===== src/rtl/bbds_queue.sv =====
// Two-entry transaction queue between the front and back parts.
// No dependencies.
module bbds_queue #(
  parameter int unsigned DataW = 40
) (
  input  logic             clk_i,
  input  logic             rst_ni,
  input  logic             push_valid_i,
  output logic             push_ready_o,
  input  logic [DataW-1:0] push_data_i,
  output logic             pop_valid_o,
  input  logic             pop_ready_i,
  output logic [DataW-1:0] pop_data_o
);

  logic [DataW-1:0] slot_q [2];
  logic             wr_ptr_q, wr_ptr_d;
  logic             rd_ptr_q, rd_ptr_d;
  logic [1:0]       count_q, count_d;
  logic             push, pop;

  assign push_ready_o = (count_q != 2'd2);
  assign pop_valid_o  = (count_q != 2'd0);
  assign pop_data_o   = slot_q[rd_ptr_q];

  assign push = push_valid_i && push_ready_o;
  assign pop  = pop_valid_o && pop_ready_i;

  always_comb begin
    wr_ptr_d = push ? ~wr_ptr_q : wr_ptr_q;
    rd_ptr_d = pop ? ~rd_ptr_q : rd_ptr_q;
    count_d  = count_q;
    if (push && !pop) begin
      count_d = count_q + 2'd1;
    end else if (pop && !push) begin
      count_d = count_q - 2'd1;
    end
  end

  always_ff @(posedge clk_i or negedge rst_ni) begin
    if (!rst_ni) begin
      wr_ptr_q <= 1'b0;
      rd_ptr_q <= 1'b0;
      count_q  <= 2'd0;
    end else begin
      wr_ptr_q <= wr_ptr_d;
      rd_ptr_q <= rd_ptr_d;
      count_q  <= count_d;
    end
  end

  always_ff @(posedge clk_i) begin
    if (push) begin
      slot_q[wr_ptr_q] <= push_data_i;
    end
  end

endmodule


===== config.mk =====
export PLATFORM = sky130hd
export DESIGN_NAME = bbds_queue
export DESIGN_NICKNAME = d
export VERILOG_FILES = /design/src/rtl/bbds_queue.sv
export SDC_FILE = /design/constraint.sdc
export NUM_CORES = 1
export LEC_CHECK = 0
export ABC_AREA = 1
export BUFFER_PORTS_ARGS = -buffer_cell sky130_fd_sc_hd__buf_2
export CAP_MARGIN = 5
export CELL_PAD_IN_SITES_DETAIL_PLACEMENT = 1
export CELL_PAD_IN_SITES_GLOBAL_PLACEMENT = 1
export CORE_UTILIZATION = 41
export CTS_CLUSTER_DIAMETER = 40
export DETAILED_ROUTE_END_ITERATION = 7
export PLACE_DENSITY = 0.81
export REMOVE_ABC_BUFFERS = 1
export SKIP_CTS_REPAIR_TIMING = 1
export SYNTH_ARGS = -nofsm -noshare
export SYNTH_HDL_FRONTEND = slang
export SYNTH_SLANG_ARGS = --single-unit

===== constraint.sdc =====
create_clock -name clk_i -period 3.1 [get_ports clk_i]
set_input_delay 0.62 -clock clk_i [delete_from_list [all_inputs] [get_ports clk_i]]
set_output_delay 0.62 -clock clk_i [all_outputs]
set_load 0.01 [all_outputs]

==> results of run 1 <==
## registers in the layout (all words and copies together), names as in the netlist
name,count
count_q,2
rd_ptr_q,1
wr_ptr_q,1
slot_q,80
## cell families after synthesis
| logic type | share of synthesized area |
|---|---|
| xor gates and xnor gates | 0.00784 |
| adders and majority gates | 0.00392 |
| buffers and inverters | 0.0380 |
| DFF | 0.784 |
| and+or+nand+nor | 0.167 |
## metrics by stage
step	hold slack, ps	area (um^2)
2_1_floorplan	324	3100
3_3_place_gp	430	3710
3_5_place_dp	439	3710
4_1_cts	59.4	3920
5_1_grt	57.2	3920
6_report	72.5	3920
## worst max path at each step
stage | from | end
detailed placement | rd_ptr_q$_DFFE_PN0P_ | pop_data_o[36]
CTS | rd_ptr_q$_DFFE_PN0P_ | pop_data_o[25]
global placement | rd_ptr_q$_DFFE_PN0P_ | pop_data_o[9]
global route | rd_ptr_q$_DFFE_PN0P_ | pop_data_o[36]
floorplan | push_valid_i | slot_q[0][0]$_DFFE_PP_
finish | rd_ptr_q$_DFFE_PN0P_ | pop_data_o[25]
## critical path, cell delays in order, from the launching register on
cell	delay (ps)
dfrtp_2	920
inv_6	270
nand2_1	170
nand2_1	80
buf_2	150
## cells in the mapped netlist
cell type  instances  area share
nand2_1          126        0.15
inv_1              4      0.0047
buf_4              4      0.0094
nand2_2            2      0.0039
ha_1               1      0.0039
xor2_2             1      0.0051
nor2_1             2      0.0024
buf_8              1      0.0047
nand3_1            2      0.0031
xnor2_1            1      0.0027
dfrtp_1            4       0.031
inv_2              2      0.0024
edfxtp_1          80        0.75
nand2_4            2      0.0071
nand4_1            1      0.0020
buf_6              4       0.014
inv_6              1      0.0027
## area by class of cell
type                       instances  area, um^2  area share
clock buffer                      11         131      0.0335
clock inverter                     5        76.3      0.0195
inverter                           7        31.3     0.00799
multi-input combinational        138         584       0.149
sequential                        84        2500       0.639
tap                               99         124      0.0316
timing repair buffer              87         465       0.119
## power groups by stage
| stage | clock network, uW | logic (uW) | registers [uW] |
|---|---|---|---|
| after floorplan | 0 | 667 | 1700 |
| after global routing | 881 | 1300 | 1750 |
| after global placement | 0 | 1140 | 1730 |
| final | 821 | 1170 | 1720 |
| after detailed placement | 0 | 1190 | 1760 |
| after CTS | 835 | 1200 | 1730 |
## layer usage
metal,GRT usage,up-vias
li1,-,967
met1,0.180,984
met2,0.322,59
met3,0.0370,13
met4,0.0901,0
met5,0,-
==> run metrics, run 1 <==
initial core utilization=0.431; synthesized flop and latch total=84; DRT Pass-1 Iters=4; Vias/cell=4.69; DRT met1 WL=2610 um; top layer in use=met4; row cnt=31; vias in the first global route=2216; Synth Warn #=0; outcome=completed; mean area per synthesized cell=13.4 um^2; Flop pwr share=0.465; Critical R2R Launch=count_q[0]$_DFFE_PN0P_; Gate power share=0.314; Tcrit/Tclk final=0.829; GRT Total Usage=0.172; most frequent cells in the layout=126 x nand2_1, 85 x buf_2, 80 x edfxtp_1; placed cells=415; HP Class=primary input to asynchronous set/reset pin; die area=8150 um^2; CP Class=flop to primary output; clock root buffer=clkbuf_8; Post-Route Utilization=0.529; CP Data Arrival Time=1950 ps; PortBufs=85; Seq/Total Area, Yosys=0.784; CTS tree=done; post-DP HPWL=4330 um; synth unique cells=17; relative max-transition margin=0.444; setup ws final=529 ps; Clock Power Share=0.221; Routability Congestion=0.642; internal power=2420 uW; worst r2r path cells=5; Net Sw Frac=0.347; Layout area overhead=22.6%; final-report hold violation count=0; Clk Latency, worst-skew pair=340 ps; RSZ-0062 raised after global routing=false; Slew Viols, Final=0; worst r2r dst=slot_q[1][16]$_DFFE_PP_; Detail Route Antenna Nets=0; grt ovf=0; Period minus WS final=2570 ps; clock skew=7.18 ps; diode count=0; H-tree depth=3; VDD IR max=0.000479 V; crit path capture type=primary output; PD cells=947 nW/um^2; Post-Syn Area=3190 um^2; WL/cell=15.2 um; switching power=1290 uW; die width=90.3 um; Die Height=90.3 um; WL met3=267 um; total negative slack=0 ps; Worst EP required=2480 ps; Total Power=3710 uW; initial DRC count=67; slew at the pin closest to its max-slew limit=834 ps; DP Worst Slack=880 ps; Core Footprint=7410 um^2; commonest non-fill, non-tap cell in the layout=nand2_1; final setup vio count=0; share of cells above drive strength 1=0.334; Inserted Clock Buffers=9; Remaining DRCs=0; first-pass GRT wire length=10400 um; final wirelength=6570 um; flop-to-flop setup slack=1410 ps; Setup crit start kind=flop; P_leak=0.00170 uW; initial antenna violation count=0; Crit Path Max Fanout=42; max cap viols=0; Total Nets Final=372; routed vias=2023; largest net degree at the start of global routing=43; met2 wire length=3550 um; Reg clk slew, reported paths=80 ps; Fmax achieved=389 MHz; Post-Synthesis Cells=238; Clock Sinks=84; fill count=787; post-route insts no fill=431; IO Pins=86; clk buf depth=2
(Power assumes the default switching activity.)
==> run 2, diff against run 1 <==
Settings changed: CORE_UTILIZATION 41 to 37, PLACE_DENSITY 0.81 to 0.78.
Clock period 3.1 ns to 2.3 ns, I/O delays scaled along.
==> run 2 against run 1 <==
Compared with the run above:
- largest power group unchanged
- sequential share of layout area is 0.39 points higher
- largest cell class unchanged
- first-iteration DRC count is 10% lower
- critical endpoint is now pop_data_o[36]
- non-clock buffer count is 4 higher
- power up 28%
==> run metrics, run 2 (synthesized netlist as in run 1, its figures left out) <==
outcome=completed; Largest Register=slot_q; share of cells above drive strength 1=0.345 (+0.0109); largest registers=slot_q x80, count_q x2; met2 wire length=3350 um (-5.6%); IO Pins=86 (unchanged); hold depth=1; initial DRC count=60 (-10%); crit path capture type=primary output; Remaining DRCs=0 (unchanged); DRT met1 WL=2390 um (-8.6%); Hold Crit Start=push_data_i[33]; GRT Total Usage=0.150 (-0.0227); flop-to-flop setup slack=830 ps (-580 ps); Reg clk slew, reported paths=90 ps (about the same); grt ovf=0 (unchanged); final-report hold violation count=0 (unchanged); die area=9010 um^2 (+11%); Fmax achieved=475 MHz; VDD IR max=0.000502 V (+4.8%); post-layout instance area=3890 um^2 (-0.61%); Clock Sinks=84 (unchanged); HP Class=primary input to flop; DRT Pass-1 Iters=4 (unchanged); clk buf depth=2 (unchanged); P_leak=0.00169 uW (-0.59%); initial antenna violation count=1 (+1); slew at the pin closest to its max-slew limit=460 ps (-374 ps); final setup vio count=0 (unchanged); vias in the first global route=2067 (-6.7%); max FFs per register=80 (unchanged); post-DP HPWL=4350 um (+0.41%); area of the multi-input gates=584 um^2 (unchanged); Crit Path Max Fanout=23 (-45%); setup ws final=193 ps (-337 ps); switching power=1700 uW (+32%); worst r2r dst=count_q[1]$_DFFE_PN0P_; Layout area overhead=21.9%; Tcrit/Tclk final=0.916; clock root buffer=clkbuf_8; Core Footprint=8300 um^2 (+12%); Clock Power Share=0.186 (-0.035); internal power=3040 uW (+25%); diode count=0 (unchanged); top layer in use=met5; row cnt=33 (+6.5%); relative max-transition margin=0.693 (+0.249); Total Nets Final=376 (+1.1%); fill count=909 (+16%); CP Class=flop to primary output; Period minus WS final=2110 ps; total negative slack=0 ps (unchanged); commonest non-fill, non-tap cell in the layout=nand2_1; CTS tree=done; first-pass GRT wire length=9720 um (-6.9%); max cap viols=0 (unchanged); Detail Route Antenna Nets=0 (unchanged); Post-DP Area=3710 um^2 (+0.13%); worst r2r path cells=9 (+4); Reg area=2500 um^2 (unchanged); Routability Congestion=0.656 (+2.3%); Clk Latency, worst-skew pair=340 ps (about the same); Flop pwr share=0.478 (+0.013); Critical R2R Launch=count_q[0]$_DFFE_PN0P_; Inserted Clock Buffers=9 (unchanged); final wirelength=6160 um (-6.3%); largest net degree at the start of global routing=42 (-2.3%); die width=94.9 um (+5.1%); Gate power share=0.336 (+0.022); RSZ-0062 raised after global routing=false; PD cells=1220 nW/um^2 (+28%); initial core utilization=0.385 (-0.0463); most frequent cells in the layout=126 x nand2_1, 85 x buf_2, 80 x edfxtp_1; Die Height=94.9 um (+5.1%); Net Sw Frac=0.358 (+0.0111); Setup crit start kind=flop; clock skew=10.9 ps (+3.68 ps); WL/cell=14.0 um (-8.4%); H-tree depth=3 (unchanged); PortBufs=85 (unchanged); Slew Viols, Final=0 (unchanged); routed vias=1999 (-1.2%); DP Worst Slack=537 ps (-343 ps); CP Data Arrival Time=1650 ps (-300 ps); Vias/cell=4.53 (-3.4%); Worst Hold End=slot_q[1][33]$_DFFE_PP_; Post-Route Utilization=0.469 (-0.0596); WL met3=336 um (+26%); Worst EP required=1840 ps (-640 ps)
run 2: how the worst max path moves through the flow:
| stage | start | end | slack (ps) | cells after the start |
|---|---|---|---|---|
| after CTS | rd_ptr_q$_DFFE_PN0P_ | pop_data_o[36] | 140 | 4 |
| final | rd_ptr_q$_DFFE_PN0P_ | pop_data_o[36] | 190 | 4 |
| after detailed placement | rd_ptr_q$_DFFE_PN0P_ | pop_data_o[36] | 540 | 4 |
| after global routing | rd_ptr_q$_DFFE_PN0P_ | pop_data_o[37] | 10 | 4 |
| after floorplan | count_q[0]$_DFFE_PN0P_ | slot_q[0][0]$_DFFE_PP_ | -420 | 4 |
| after global placement | rd_ptr_q$_DFFE_PN0P_ | pop_data_o[37] | 560 | 4 |
run 2: layout make-up:
type / instances / share of cell area
Clock buffer: 10 / 0.0328
Sequential cell: 84 / 0.643
Tap cell: 105 / 0.0338
Inverter: 7 / 0.00804
Timing Repair Buffer: 91 / 0.122
Multi-Input combinational cell: 138 / 0.150
Clock inverter: 6 / 0.0106
run 2: power by group through the flow:
| stage | clock, uW | sequential, uW | combinational [uW] |
|---|---|---|---|
| after floorplan | 0 | 2290 | 899 |
| after global placement | 0 | 2280 | 1600 |
| after detailed placement | 0 | 2300 | 1640 |
| after CTS | 925 | 2270 | 1650 |
| after global routing | 968 | 2300 | 1820 |
| final | 883 | 2260 | 1590 |
run 2: metrics by stage:
| step | hold WS, ps | power, uW | cells |
|---|---|---|---|
| after global placement | 274 | 3880 | 424 |
| after detailed placement | 276 | 3950 | 424 |
| after floorplan | 164 | 3190 | 229 |
| final | 304 | 4740 | 441 |
| after global routing | 286 | 5090 | 441 |
| after CTS | -101 | 4840 | 440 |
run 2: worst max-delay path: stages, from the launching register on:
cell	delay, ps
dfrtp_2	660
buf_4	340
nand2_1	90
nand2_1	80
buf_2	130
run 2: routing by layer:
layer | global-route usage | vias to the layer above
li1 | - | 976
met1 | 0.159 | 953
met2 | 0.278 | 59
met3 | 0.0362 | 9
met4 | 0.0669 | 2
met5 | 0 | -
