<file path="config.mk">
export PLATFORM = sky130hd
export DESIGN_NAME = bbds_front
export DESIGN_NICKNAME = d
export VERILOG_FILES = /design/src/rtl/bbds_pkg.sv /design/src/rtl/bbds_front.sv
export SDC_FILE = /design/constraint.sdc
export NUM_CORES = 1
export LEC_CHECK = 0
export BUFFER_PORTS_ARGS = -buffer_cell sky130_fd_sc_hd__buf_2
export CORE_ASPECT_RATIO = 0.75
export CORE_MARGIN = 2
export CORE_UTILIZATION = 60
export DETAILED_ROUTE_END_ITERATION = 10
export PLACE_DENSITY = 0.82
export SKIP_LAST_GASP = 1
export SYNTH_ARGS = -nofsm -noshare
export SYNTH_HDL_FRONTEND = slang
export SYNTH_SLANG_ARGS = --single-unit
</file>
<file path="constraint.sdc">
create_clock -name clk_i -period 6.4 [get_ports clk_i]
set_input_delay 0.96 -clock clk_i [delete_from_list [all_inputs] [get_ports clk_i]]
set_output_delay 0.96 -clock clk_i [all_outputs]
set_load 0.01 [all_outputs]
</file>
<file path="src/rtl/bbds_pkg.sv">
// Shared types and constants for the box blur detail sharpen unit.
// No dependencies; the top level, the front and back parts and the testbench import it.
package bbds_pkg;

  // Line store depth (pixels per row at most)
  localparam int unsigned MAX_WIDTH = 1024;
  // Rows per image at most, and the row counter width (counts up to one past the last row)
  localparam int unsigned MAX_HEIGHT = 4096;
  localparam int unsigned ROW_W      = 13;

  localparam int unsigned PIX_W  = 24;
  localparam int unsigned CHAN_W = 8;
  localparam int unsigned SUM_W  = 12;

  // Configuration port
  localparam int unsigned CFG_IDX_W      = 1;
  localparam int unsigned CFG_DATA_W     = 13;
  localparam int unsigned CFG_WIDTH_BITS = 11;
  localparam logic [CFG_IDX_W-1:0] CFG_IMAGE_WIDTH  = 1'b0;
  localparam logic [CFG_IDX_W-1:0] CFG_IMAGE_HEIGHT = 1'b1;

  localparam int unsigned DIM_MIN            = 3;
  localparam int unsigned IMAGE_WIDTH_RESET  = 640;
  localparam int unsigned IMAGE_HEIGHT_RESET = 480;

  // Item kinds
  localparam logic OP_PIXEL = 1'b0;
  localparam logic OP_DRAIN = 1'b1;

  // Divide by nine: floor(s * 7282 / 2^16) equals floor(s / 9) for s below 2^12
  localparam int unsigned DIV9_RECIP   = 7282;
  localparam int unsigned DIV9_RECIP_W = 13;
  localparam int unsigned DIV9_SHIFT   = 16;

  // Per-item decisions made by the front part
  typedef struct packed {
    logic emit;    // item releases an output pixel
    logic border;  // that pixel passes through unchanged
    logic last;    // that pixel closes the image
  } cmd_flags_t;

endpackage

</file>
<file path="src/rtl/bbds_front.sv">
// Front part: configuration registers, position counters and item classification.
// Depends on bbds_pkg.
module bbds_front #(
  parameter int unsigned MaxWidth = bbds_pkg::MAX_WIDTH,
  localparam int unsigned ColW = (MaxWidth > 1) ? $clog2(MaxWidth) : 1
) (
  input  logic                                clk_i,
  input  logic                                rst_ni,
  input  logic                                cfg_we_i,
  input  logic [bbds_pkg::CFG_IDX_W-1:0]      cfg_index_i,
  input  logic [bbds_pkg::CFG_DATA_W-1:0]     cfg_data_i,
  input  logic                                in_valid_i,
  output logic                                in_ready_o,
  input  logic                                operation_i,
  input  logic [bbds_pkg::CHAN_W-1:0]         red_in_i,
  input  logic [bbds_pkg::CHAN_W-1:0]         green_in_i,
  input  logic [bbds_pkg::CHAN_W-1:0]         blue_in_i,
  output logic                                cmd_valid_o,
  input  logic                                cmd_ready_i,
  output logic [ColW-1:0]                     cmd_col_o,
  output logic [bbds_pkg::PIX_W-1:0]          cmd_pixel_o,
  output bbds_pkg::cmd_flags_t                cmd_flags_o
);
  import bbds_pkg::*;

  localparam int unsigned WidW     = $clog2(MaxWidth + 1);
  localparam int unsigned CmpW     = (WidW > CFG_WIDTH_BITS) ? WidW : CFG_WIDTH_BITS;
  localparam int unsigned RstWidth =
      (IMAGE_WIDTH_RESET > MaxWidth) ? MaxWidth : IMAGE_WIDTH_RESET;

  logic [WidW-1:0]  width_q, width_d;
  logic [ROW_W-1:0] height_q, height_d;
  logic [ColW-1:0]  in_col_q, in_col_d;
  logic [ROW_W-1:0] in_row_q, in_row_d;
  logic [ColW-1:0]  out_col_q, out_col_d;
  logic [ROW_W-1:0] out_row_q, out_row_d;

  logic [CmpW-1:0]  wr_width, clamp_width;
  logic [ROW_W-1:0] wr_height;
  logic             ignore, step, emit, in_col_wrap, out_col_wrap;
  logic             out_last_row, out_last_col;

  // Configuration: clamp to the supported range
  assign wr_width  = CmpW'(cfg_data_i[CFG_WIDTH_BITS-1:0]);
  assign wr_height = cfg_data_i[ROW_W-1:0];

  always_comb begin
    priority if (wr_width < CmpW'(DIM_MIN)) begin
      clamp_width = CmpW'(DIM_MIN);
    end else if (wr_width > CmpW'(MaxWidth)) begin
      clamp_width = CmpW'(MaxWidth);
    end else begin
      clamp_width = wr_width;
    end
  end

  always_comb begin
    width_d  = width_q;
    height_d = height_q;
    if (cfg_we_i) begin
      unique case (cfg_index_i)
        CFG_IMAGE_WIDTH: begin
          width_d = WidW'(clamp_width);
        end
        CFG_IMAGE_HEIGHT: begin
          priority if (wr_height < ROW_W'(DIM_MIN)) begin
            height_d = ROW_W'(DIM_MIN);
          end else if (wr_height > ROW_W'(MAX_HEIGHT)) begin
            height_d = ROW_W'(MAX_HEIGHT);
          end else begin
            height_d = wr_height;
          end
        end
        default: begin
          width_d = width_q;
        end
      endcase
    end
  end

  // Classification
  assign ignore       = (operation_i == OP_DRAIN) && (in_row_q < height_q);
  assign emit         = (in_row_q >= ROW_W'(2)) ||
                        ((in_row_q == ROW_W'(1)) && (in_col_q != '0));
  assign in_col_wrap  = (WidW'(in_col_q) + WidW'(1)) >= width_q;
  assign out_col_wrap = (WidW'(out_col_q) + WidW'(1)) >= width_q;
  assign out_last_col = out_col_wrap;
  assign out_last_row = (out_row_q + ROW_W'(1)) >= height_q;

  assign in_ready_o  = cmd_ready_i;
  assign cmd_valid_o = in_valid_i && !ignore;
  assign step        = in_valid_i && cmd_ready_i && !ignore;

  assign cmd_col_o   = in_col_q;
  assign cmd_pixel_o = (operation_i == OP_DRAIN) ? '0 : {blue_in_i, green_in_i, red_in_i};

  // First column of a row releases the right border pixel of an earlier row
  assign cmd_flags_o.emit   = emit;
  assign cmd_flags_o.border = (in_col_q == '0) || (out_row_q == '0) || out_last_row ||
                              (out_col_q == '0) || out_last_col;
  assign cmd_flags_o.last   = out_last_row && out_last_col;

  always_comb begin
    in_col_d  = in_col_q;
    in_row_d  = in_row_q;
    out_col_d = out_col_q;
    out_row_d = out_row_q;
    if (cfg_we_i) begin
      in_col_d  = '0;
      in_row_d  = '0;
      out_col_d = '0;
      out_row_d = '0;
    end else if (step) begin
      if (in_col_wrap) begin
        in_col_d = '0;
        in_row_d = in_row_q + ROW_W'(1);
      end else begin
        in_col_d = in_col_q + ColW'(1);
      end
      if (emit) begin
        if (out_last_row && out_last_col) begin
          // image closed: restart every position
          in_col_d  = '0;
          in_row_d  = '0;
          out_col_d = '0;
          out_row_d = '0;
        end else if (out_col_wrap) begin
          out_col_d = '0;
          out_row_d = out_row_q + ROW_W'(1);
        end else begin
          out_col_d = out_col_q + ColW'(1);
        end
      end
    end
  end

  always_ff @(posedge clk_i or negedge rst_ni) begin
    if (!rst_ni) begin
      width_q   <= WidW'(RstWidth);
      height_q  <= ROW_W'(IMAGE_HEIGHT_RESET);
      in_col_q  <= '0;
      in_row_q  <= '0;
      out_col_q <= '0;
      out_row_q <= '0;
    end else begin
      width_q   <= width_d;
      height_q  <= height_d;
      in_col_q  <= in_col_d;
      in_row_q  <= in_row_d;
      out_col_q <= out_col_d;
      out_row_q <= out_row_d;
    end
  end

endmodule

</file>
==> results of run 1 <==
[flip-flops by register name, summed over array words and instances, names as in the netlist]
register,count
cmd_col_o,10
height_q,13
in_row_q,13
out_col_q,10
out_row_q,13
width_q,11
[layout by cell type (no fill, tap or decap), drive strengths merged, types with 20 or more instances in the layout]
cell and count:
inv 38, o21ai 27, buf 84, xnor2 25
ha 56, a22o 23, nand2 42, nand2b 20
nor2b 27, nor2 34, dfrtp 64
[cell families (layout without fill, tap and decap cells)]
kind of cell	after synthesis	in the layout
xor+xnor	37	37
simple gates	208	208
flops	70	70
fa+ha+maj	56	56
buf+inv	55	135
mux	5	5
compound gates	118	118
[layout make-up]
cell class              instances  area [sq um]
multi-input cells             424          3070
fillers                       660          2520
flip-flops and latches         70          1760
repair buffers                 84           425
clock buffers                   9           225
well taps                     108           135
inverters                      35           131
clock inverters                 7          80.1
[power breakdown]
group	switching, mW	internal, mW
registers	0.0235	0.467
clock network	0.212	0.306
logic	0.133	0.0894
total	0.369	0.863
[final timing paths]
kind / startpoint / endpoint / slack (ns) / depth (start not counted)
setup / recovery: out_row_q[2] / cmd_flags_o[1] / 2.20 / 12
hold / removal: width_q[2] / width_q[2] / 0.48 / 2
setup reg to reg: cmd_col_o[0] / cmd_col_o[6] / 2.69 / 14
hold reg to reg: width_q[2] / width_q[2] / 0.48 / 2
max in group asynchronous: rst_ni / out_row_q[1] / 5.00 / 2
min in group asynchronous: rst_ni / in_row_q[9] / 0.79 / 2
[critical path, stage by stage, from the launching register on]
cell	delay, ns
dfrtp_1	0.47
and3_1	0.23
and3_1	0.21
nand3_1	0.21
nor2_1	0.20
xor2_1	0.23
ha_1	0.29
a21o_1	0.19
a21o_1	0.17
a21oi_1	0.19
o21a_1	0.23
nand3_1	0.12
buf_2	0.15
[through the flow]
step / cell area [sq um] / std cells / util (%) / total power, mW / hold slack (ns)
CTS: 5820 / 737 / 69.7 / 1.24 / 0.487
finish: 5820 / 737 / 69.8 / 1.23 / 0.482
global route: 5820 / 737 / 69.8 / 1.28 / 0.520
global placement: 5520 / 721 / 66.1 / 0.704 / 0.464
floorplan: 5070 / 549 / - / 0.640 / 0.449
detailed placement: 5520 / 721 / 66.1 / 0.717 / 0.473
[per-layer routing]
| layer | track usage (%) | up-vias | part of all wire, % |
|---|---|---|---|
| li1 | - | 2123 | - |
| met1 | 41.3 | 2110 | 47 |
| met2 | 42.1 | 145 | 45 |
| met3 | 5.85 | 29 | 6.1 |
| met4 | 8.52 | 0 | 1.8 |
| met5 | 0 | - | 0 |
==> reports/qor.yml, run 1 <==
logic_synthesis:
  synthCells: 549
  synth_top_family_by_area: "simple AND/OR/NAND/NOR gates"
  synth-edff-count: 0
  synthTopCellsByCount: "dfrtp_1 (64), ha_1 (56), nand2_1 (42)"
  ys.warnings.count: 0
  synthAdderAreaFrac_pct: 13.8
  netlist_area_sq_um: 5070
  avgSynthCellArea_sq_um: 9.23
  synth_top_area_cell: "dfrtp_1"
  synthMuxAreaShare_pct: 1.09
  synth_cell_type_count: 58
  synth_most_common_cell: "dfrtp_1"
  synth_seq_cells: 70
  synth_ff_type: "dfrtp_1"
  synth-seq-area-share_pct: 34.7
  yosys.area_share.simple_pct: 22.8
  async_reset_ff_share_pct: 100
  synth_nets: 649
  synth.top_cell.area_share_pct: 31.6
  synth_area_leaders: "dfrtp_1 (32%), ha_1 (14%), xnor2_1 (4.3%)"
  synthXorXnorAreaFrac_pct: 6.39
  synth-compound-area-share_pct: 16.3
critical_path:
  cp.required_ns: 5.44
  worstPathMaxFanout: 7
  path_class: "reg2out"
  crit_path_end_kind: "output pin"
  critPathLaunchType: "flip-flop"
  arrival_ns: 3.24
placement:
  io_buffer_count: 82
  dp_hpwl_mm: 9.42
  place_congestion: 0.947
  pre_cts_slack_ns: 2.35
clock_tree:
  clockRootBuffer: "clkbuf_16"
  clk_path_buf_depth: 2
  ctsResizeCount: 0
  postCtsHoldBufs: 0
  cts.sinks: 70
  cts_setup_buffers: 0
  insertion_delay_ns: 0.34
  cts_buffers: 9
  clk_pin_slew_ns: 0.06
  cts_tree: "yes"
  htree_levels: 3
pwr:
  irDropWorstVdd_mv: 0.199
  p_per_area_nw_per_um2: 212
  cellLeakagePower_nw: 2.86
run_status:
  outcome: "finished clean"
global_routing:
  grt_pass1_wl_mm: 20.2
  antenna_found_initial: 0
  grt_max_degree: 71
  grt_pass1_vias: 4158
  grt_use_total_pct: 28.2
  grt-ovfl-total: 0
timing:
  fin_skew_ns: 0.00601
  setup_violations: 0
  fmax_mhz: 238
  fin_setup_tns_ns: 0
  setup_ws_ns: 2.20
  tightest_slew_ns: 0.874
  hold_viol: 0
  max_slew_margin_pct: 41.7
  rsz0062_at_grt: "no"
  period_needed_ns: 4.20
  drv_slew: 0
  period_share_pct: 65.6
floorplanning:
  rows: 29
  core_area_sq_um: 8350
  die_area_sq_um: 9210
  fp.dieW_um: 110
  die_h_um: 83.6
  initial_core_util_pct: 60.7
  io_pins: 83
final_layout:
  insertedDiodeCount: 0
  syn_to_final_growth_pct: 14.9
  fin_nets: 724
  drive_gt1_share_pct: 21.3
run:
  cap_violations: 0
min_path:
  hold_class: "reg2reg"
detailed_routing:
  drt_iter0_markers: 319
  routed_wl_mm: 12.4
  drt-pass1-iter-count: 5
  routedWlPerCell_um: 16.8
  drc_errors: 0
  vias: 4407
  ant_nets: 0
  viasPerCell: 5.98
Note: power is estimated with default switching activity, not from simulation.
==> run 2: changes to the inputs <==
--- a/config.mk
+++ b/config.mk
@@ -8,9 +8,9 @@
 export BUFFER_PORTS_ARGS = -buffer_cell sky130_fd_sc_hd__buf_2
 export CORE_ASPECT_RATIO = 0.75
 export CORE_MARGIN = 2
-export CORE_UTILIZATION = 60
+export CORE_UTILIZATION = 52
 export DETAILED_ROUTE_END_ITERATION = 10
-export PLACE_DENSITY = 0.82
+export PLACE_DENSITY = 0.75
 export SKIP_LAST_GASP = 1
 export SYNTH_ARGS = -nofsm -noshare
 export SYNTH_HDL_FRONTEND = slang
==> constraint.sdc (replaced) <==
create_clock -name clk_i -period 3.75 [get_ports clk_i]
set_input_delay 0.5625 -clock clk_i [delete_from_list [all_inputs] [get_ports clk_i]]
set_output_delay 0.5625 -clock clk_i [all_outputs]
set_load 0.01 [all_outputs]
==> run 2 against run 1 <==
Combinational power up 75%; via count about the same; critical path depth unchanged; flip-flop and latch count unchanged; sequential power up 70%; largest power group unchanged; highest routed layer unchanged; cell count up 4.2%.
==> reports/qor.yml, run 2 (synthesized netlist as in run 1, its figures left out) <==
run_status:
  outcome: "finished clean"
critical_path:
  crit_path_end_kind: "output pin"
  crit_cells: 12
  r2r_end: "cmd_col_o[6]"
  cp.required_ns: 3.19
  worstPathMaxFanout: 4
  crit_family: "simple AND/OR/NAND/NOR gates"
  path_cells: "ha_2 -> and3_1 -> and3_1 -> and3_2 -> xor2_1 -> ha_1 -> a21o_1 -> a21o_1 -> a21oi_1 -> o21a_2 -> nand3_1 -> buf_2"
  r2r.worst_path.cells: 13
  crit_buf_inv: 1
  setup.worst_path.start: "out_col_q[0]"
  path_class: "reg2out"
  cpPeakStageDelay_ns: 0.38
  slowest_stage: "dfrtp_1"
  crit_end: "cmd_flags_o[1]"
  r2r_slack_ns: 0.28
  arrival_ns: 3.04
  rr_startpoint: "cmd_col_o[0]"
  critPathLaunchType: "flip-flop"
floorplanning:
  rows: 31
  die_area_sq_um: 10600
  die_h_um: 89.5
  fp.dieW_um: 118
  io_pins: 83
  core_area_sq_um: 9580
  initial_core_util_pct: 52.9
clock_tree:
  cts_buffers: 9
  cts_tree: "yes"
  insertion_delay_ns: 0.34
  cts.sinks: 70
  htree_levels: 3
  clockRootBuffer: "clkbuf_16"
  postCtsHoldBufs: 0
  clk_path_buf_depth: 2
  clk_pin_slew_ns: 0.06
global_routing:
  grt_pass1_wl_mm: 20.1
  grt_max_degree: 71
  grt_pass1_vias: 3910
  grt_use_total_pct: 24.3
  grt-ovfl-total: 0
  antenna_found_initial: 0
placement:
  io_buffer_count: 82
  place_inst: 748
  place_congestion: 0.885
  dp_hpwl_mm: 9.67
final_layout:
  top_regs: "height_q x13, in_row_q x13, out_row_q x13"
  syn_to_final_growth_pct: 16.5
  final_cell_mix: "buf_2 (82), dfrtp_1 (63), ha_1 (54)"
  mostFrequentLayoutCell: "buf_2"
  fin_nets: 731
  drive_gt1_share_pct: 22.8
  insertedDiodeCount: 0
  stdcell_count: 768
detailed_routing:
  routed_wl_mm: 12.9
  vias: 4406
  top_layer: "met4"
  routedWlPerCell_um: 16.7
  viasPerCell: 5.74
  wl_met2_mm: 5.79
  wl_met1_mm: 6.30
  ant_nets: 0
  wl_met3_um: 585
  drt_iter0_markers: 303
  drc_errors: 0
  drt-pass1-iter-count: 6
timing:
  fin_skew_ns: 0.00900
  setup_violations: 0
  drv_slew: 0
  fin_setup_tns_ns: 0
  rsz0062_at_grt: "no"
  period_needed_ns: 3.61
  hold_viol: 0
  max_slew_margin_pct: 39.2
  period_share_pct: 96.2
  tightest_slew_ns: 0.912
  fmax_mhz: 277
min_path:
  hold_class: "in2async"
pwr:
  irDropWorstVdd_mv: 0.242
  p_per_area_nw_per_um2: 352
  cellLeakagePower_nw: 2.88
run:
  cap_violations: 0
[run 2: routing by layer]
layer	up-vias	GRT usage (%)
met5	-	0
met1	2120	34.4
li1	2140	-
met4	0	7.23
met2	126	38.1
met3	20	4.91
[run 2: final cells by class]
class	instances	area [sq um]
Fill cell	850	3670
Multi-Input combinational cell	424	3080
Sequential cell	70	1760
Timing Repair Buffer	91	478
Clock buffer	11	233
Tap cell	132	165
Inverter	35	131
Clock inverter	5	60.1
[run 2: where the power goes]
group / internal (mW) / switching, mW
Sequential: 0.798 / 0.0379
Clock: 0.516 / 0.335
Combinational: 0.158 / 0.232
Total: 1.47 / 0.606
[run 2: how the worst min path moves through the flow]
| stage | start | to | slack (ns) | cells after the start |
|---|---|---|---|---|
| finish | rst_ni | in_row_q[9] | 0.44 | 2 |
| global route | cfg_data_i[3] | width_q[3] | 0.48 | 2 |
| detailed placement | width_q[2] | width_q[2] | 0.47 | 2 |
| global placement | height_q[1] | height_q[1] | 0.47 | 2 |
| CTS | cfg_data_i[2] | height_q[2] | 0.47 | 2 |
| floorplan | rst_ni | cmd_col_o[0] | 0.27 | 0 |
[run 2: worst reg2reg max path, delay by kind of cell (launching register included)]
kind | cells | cell delay [ns]
AND/OR/NAND/NOR | 5 | 0.97
AO/OA/AOI/OAI | 6 | 1.45
adder cells (fa/ha/maj) | 2 | 0.52
flip-flops | 1 | 0.45
[run 2: metrics by stage]
stage / util (%) / setup WS, ns / hold slack [ns] / area (sq um) / power, mW
finish: 61.7 / 0.143 / 0.441 / 5910 / 2.08
CTS: 61.2 / 0.0308 / 0.471 / 5860 / 2.09
global route: 61.7 / 0.0149 / 0.484 / 5910 / 2.18
floorplan: - / 0.667 / 0.267 / 5070 / 1.09
detailed placement: 58.1 / 0.379 / 0.472 / 5570 / 1.23
global placement: 58.1 / 0.507 / 0.467 / 5570 / 1.21
[run 2: repair_timing]
| item | in CTS | in global routing |
|---|---|---|
| setup endpoints to repair | 0 | 2 |
| setup buffers | 0 | 4 |
| endpoints found under the hold margin | 0 | 0 |
| resized for setup | 0 | 7 |
==> run 3: changes to the inputs <==
--- a/config.mk
+++ b/config.mk
@@ -5,12 +5,13 @@
 export SDC_FILE = /design/constraint.sdc
 export NUM_CORES = 1
 export LEC_CHECK = 0
+export ABC_AREA = 1
 export BUFFER_PORTS_ARGS = -buffer_cell sky130_fd_sc_hd__buf_2
 export CORE_ASPECT_RATIO = 0.75
-export CORE_MARGIN = 2
-export CORE_UTILIZATION = 52
+export CORE_MARGIN = 5
+export CORE_UTILIZATION = 59
 export DETAILED_ROUTE_END_ITERATION = 10
-export PLACE_DENSITY = 0.75
+export PLACE_DENSITY = 0.8
 export SKIP_LAST_GASP = 1
 export SYNTH_ARGS = -nofsm -noshare
 export SYNTH_HDL_FRONTEND = slang
==> constraint.sdc (replaced) <==
create_clock -name clk_i -period 4.1 [get_ports clk_i]
set_input_delay 0.615 -clock clk_i [delete_from_list [all_inputs] [get_ports clk_i]]
set_output_delay 0.615 -clock clk_i [all_outputs]
set_load 0.01 [all_outputs]
==> run 3 against run 2 <==
Register-to-register slack gained 0.49 ns; area after synthesis rose by 11%; sequential share of layout area shrank 2.4 points; core utilization grew 8.2 points; flip-flop and latch count is the same; non-clock buffer count shrank 8; critical endpoint is now cmd_flags_o[0]; highest routed layer unchanged.
==> reports/qor.yml, run 3 <==
run_status:
  outcome: "finished clean"
timing:
  fin_hold_ws_ns: 0.324
  period_share_pct: 92.5
  max_slew_margin_pct: 41.5
  fin_setup_tns_ns: 0
  rsz0062_at_grt: "no"
  setup_violations: 0
  tightest_slew_ns: 0.874
  hold_viol: 0
  period_needed_ns: 3.79
  fmax_mhz: 264
  drv_slew: 0
  fin_skew_ns: 0.00651
placement:
  io_buffer_count: 82
  dp_hpwl_mm: 11.9
  place_congestion: 1.01
final_layout:
  fin_nets: 997
  final_cell_mix: "nand2_1 (212), inv_1 (156), nor2_1 (93)"
  insertedDiodeCount: 0
  mostFrequentLayoutCell: "nand2_1"
  top_regs: "height_q x13, in_row_q x13, out_row_q x13"
  syn_to_final_growth_pct: 14.0
  drive_gt1_share_pct: 14.1
critical_path:
  arrival_ns: 3.18
  slowest_stage: "dfrtp_1"
  critPathLaunchType: "flip-flop"
  crit_family: "simple AND/OR/NAND/NOR gates"
  crit_path_end_kind: "output pin"
  worstPathMaxFanout: 10
  path_cells: "ha_1 -> nand2_1 -> nor2_1 -> nand4_1 -> nor2_1 -> nand2_1 -> xor2_1 -> inv_1 -> ha_1 -> nand4_1 -> nor2_1 -> o21ai_0 -> nand3_1 -> nand2_1 -> inv_2 -> buf_2"
  crit_buf_inv: 3
  cp.required_ns: 3.48
  cpPeakStageDelay_ns: 0.41
  path_class: "reg2out"
logic_synthesis:
  synth.top_cell.area_share_pct: 28.5
  synthTopCellsByCount: "nand2_1 (212), inv_1 (156), nor2_1 (93)"
  async_reset_ff_share_pct: 100
  synth_ff_type: "dfrtp_1"
  synth_cell_type_count: 34
  synth_area_leaders: "dfrtp_1 (28%), nand2_1 (14%), ha_1 (12%)"
  synth_seq_cells: 70
  netlist_area_sq_um: 5630
  synth-seq-area-share_pct: 31.3
  synth-edff-count: 0
  synth_most_common_cell: "nand2_1"
  avgSynthCellArea_sq_um: 6.86
  synth_nets: 920
  ys.warnings.count: 0
  synth_top_area_cell: "dfrtp_1"
  synthCells: 820
detailed_routing:
  routed_wl_mm: 15.5
  drt-pass1-iter-count: 7
  drc_errors: 0
  viasPerCell: 5.44
  ant_nets: 0
  drt_iter0_markers: 454
  vias: 5605
  routedWlPerCell_um: 15.1
pwr:
  p_per_area_nw_per_um2: 350
  cellLeakagePower_nw: 3.68
  irDropWorstVdd_mv: 0.219
min_path:
  hold_class: "in2async"
clock_tree:
  clk_pin_slew_ns: 0.06
  cts_tree: "yes"
  insertion_delay_ns: 0.34
  cts.sinks: 70
  clk_path_buf_depth: 2
  clockRootBuffer: "clkbuf_16"
  ctsResizeCount: 0
  cts_setup_buffers: 0
  postCtsHoldBufs: 0
  htree_levels: 3
  cts_buffers: 9
global_routing:
  grt_max_degree: 44
  grt-ovfl-total: 0
  antenna_found_initial: 0
  grt_pass1_vias: 5240
  grt_use_total_pct: 27.7
  grt_pass1_wl_mm: 25.5
floorplanning:
  die_h_um: 94.6
  core_area_sq_um: 9200
  io_pins: 83
  initial_core_util_pct: 61.2
  die_area_sq_um: 11600
  fp.dieW_um: 123
  rows: 30
run:
  cap_violations: 0
## run 3: stage by stage
stage               util (%)  power [mW]  area, sq um  cells  worst slack (ns)
detailed placement      66.4        1.43         6110   1014             0.691
global route            69.8        2.38         6420   1030            0.0495
floorplan                  -        1.25         5630    820              1.21
global placement        66.4        1.40         6110   1014             0.880
finish                  69.8        2.25         6420   1030             0.308
CTS                     69.8        2.25         6410   1030             0.356
## run 3: power by group
| group | internal (mW) | switching [mW] | leakage (nW) |
|---|---|---|---|
| combinational | 0.221 | 0.409 | 2.61 |
| sequential | 0.749 | 0.0550 | 0.928 |
| clock | 0.480 | 0.336 | 0.141 |
| total | 1.45 | 0.800 | 3.68 |
## run 3: logic make-up (layout without fill, tap and decap cells)
kind of cell    Yosys count  count (layout)  share of synthesized area, %
flops                    70              70                          31.3
xor+xnor                 26              26                          4.05
simple gates            417             417                          32.1
buf+inv                 177             259                          12.4
compound gates           74              74                          7.71
fa+ha+maj                56              56                          12.4
## run 3: layout make-up
class | instances | area, sq um
Inverter | 160 | 601
Tap cell | 128 | 160
Clock inverter | 7 | 81.3
Timing Repair Buffer | 83 | 418
Clock buffer | 9 | 225
Multi-Input combinational cell | 573 | 3180
Sequential cell | 70 | 1760
Fill cell | 727 | 2780
## run 3: layer usage
layer / track usage (%) / up-vias / wire length, um
met5: 0 / - / 0
met4: 9.79 / 0 / 379
met3: 5.15 / 34 / 1230
met2: 46.1 / 262 / 7200
met1: 36.2 / 2558 / 6710
li1: - / 2751 / -
## run 3: worst paths after layout
path                              start        endpoint  slack, ns  cells past startpoint
max                        out_row_q[0]  cmd_flags_o[0]       0.31                     16
max reg2reg                out_row_q[0]     in_row_q[0]       0.77                     18
min in group clk_i         out_row_q[7]    out_row_q[7]       0.48                      2
min reg2reg                out_row_q[7]    out_row_q[7]       0.48                      2
max in group asynchronous        rst_ni     height_q[5]       2.76                      2
min                              rst_ni    out_row_q[5]       0.32                      1
## run 3: worst register-to-register path, cell delays in order (launching register included)
cell and delay (ns):
dfrtp_1 0.41, ha_1 0.19, nand2_1 0.10, nor2_1 0.19, nand4_1 0.14, nor2_1 0.20
nand2_1 0.10, xor2_1 0.19, inv_1 0.08, ha_1 0.33, a21oi_1 0.14, o21ai_0 0.10
nor2_1 0.16, nand3_1 0.11, nand2_1 0.13, nand2_1 0.30, nand2_1 0.23, inv_1 0.07
a21oi_1 0.11
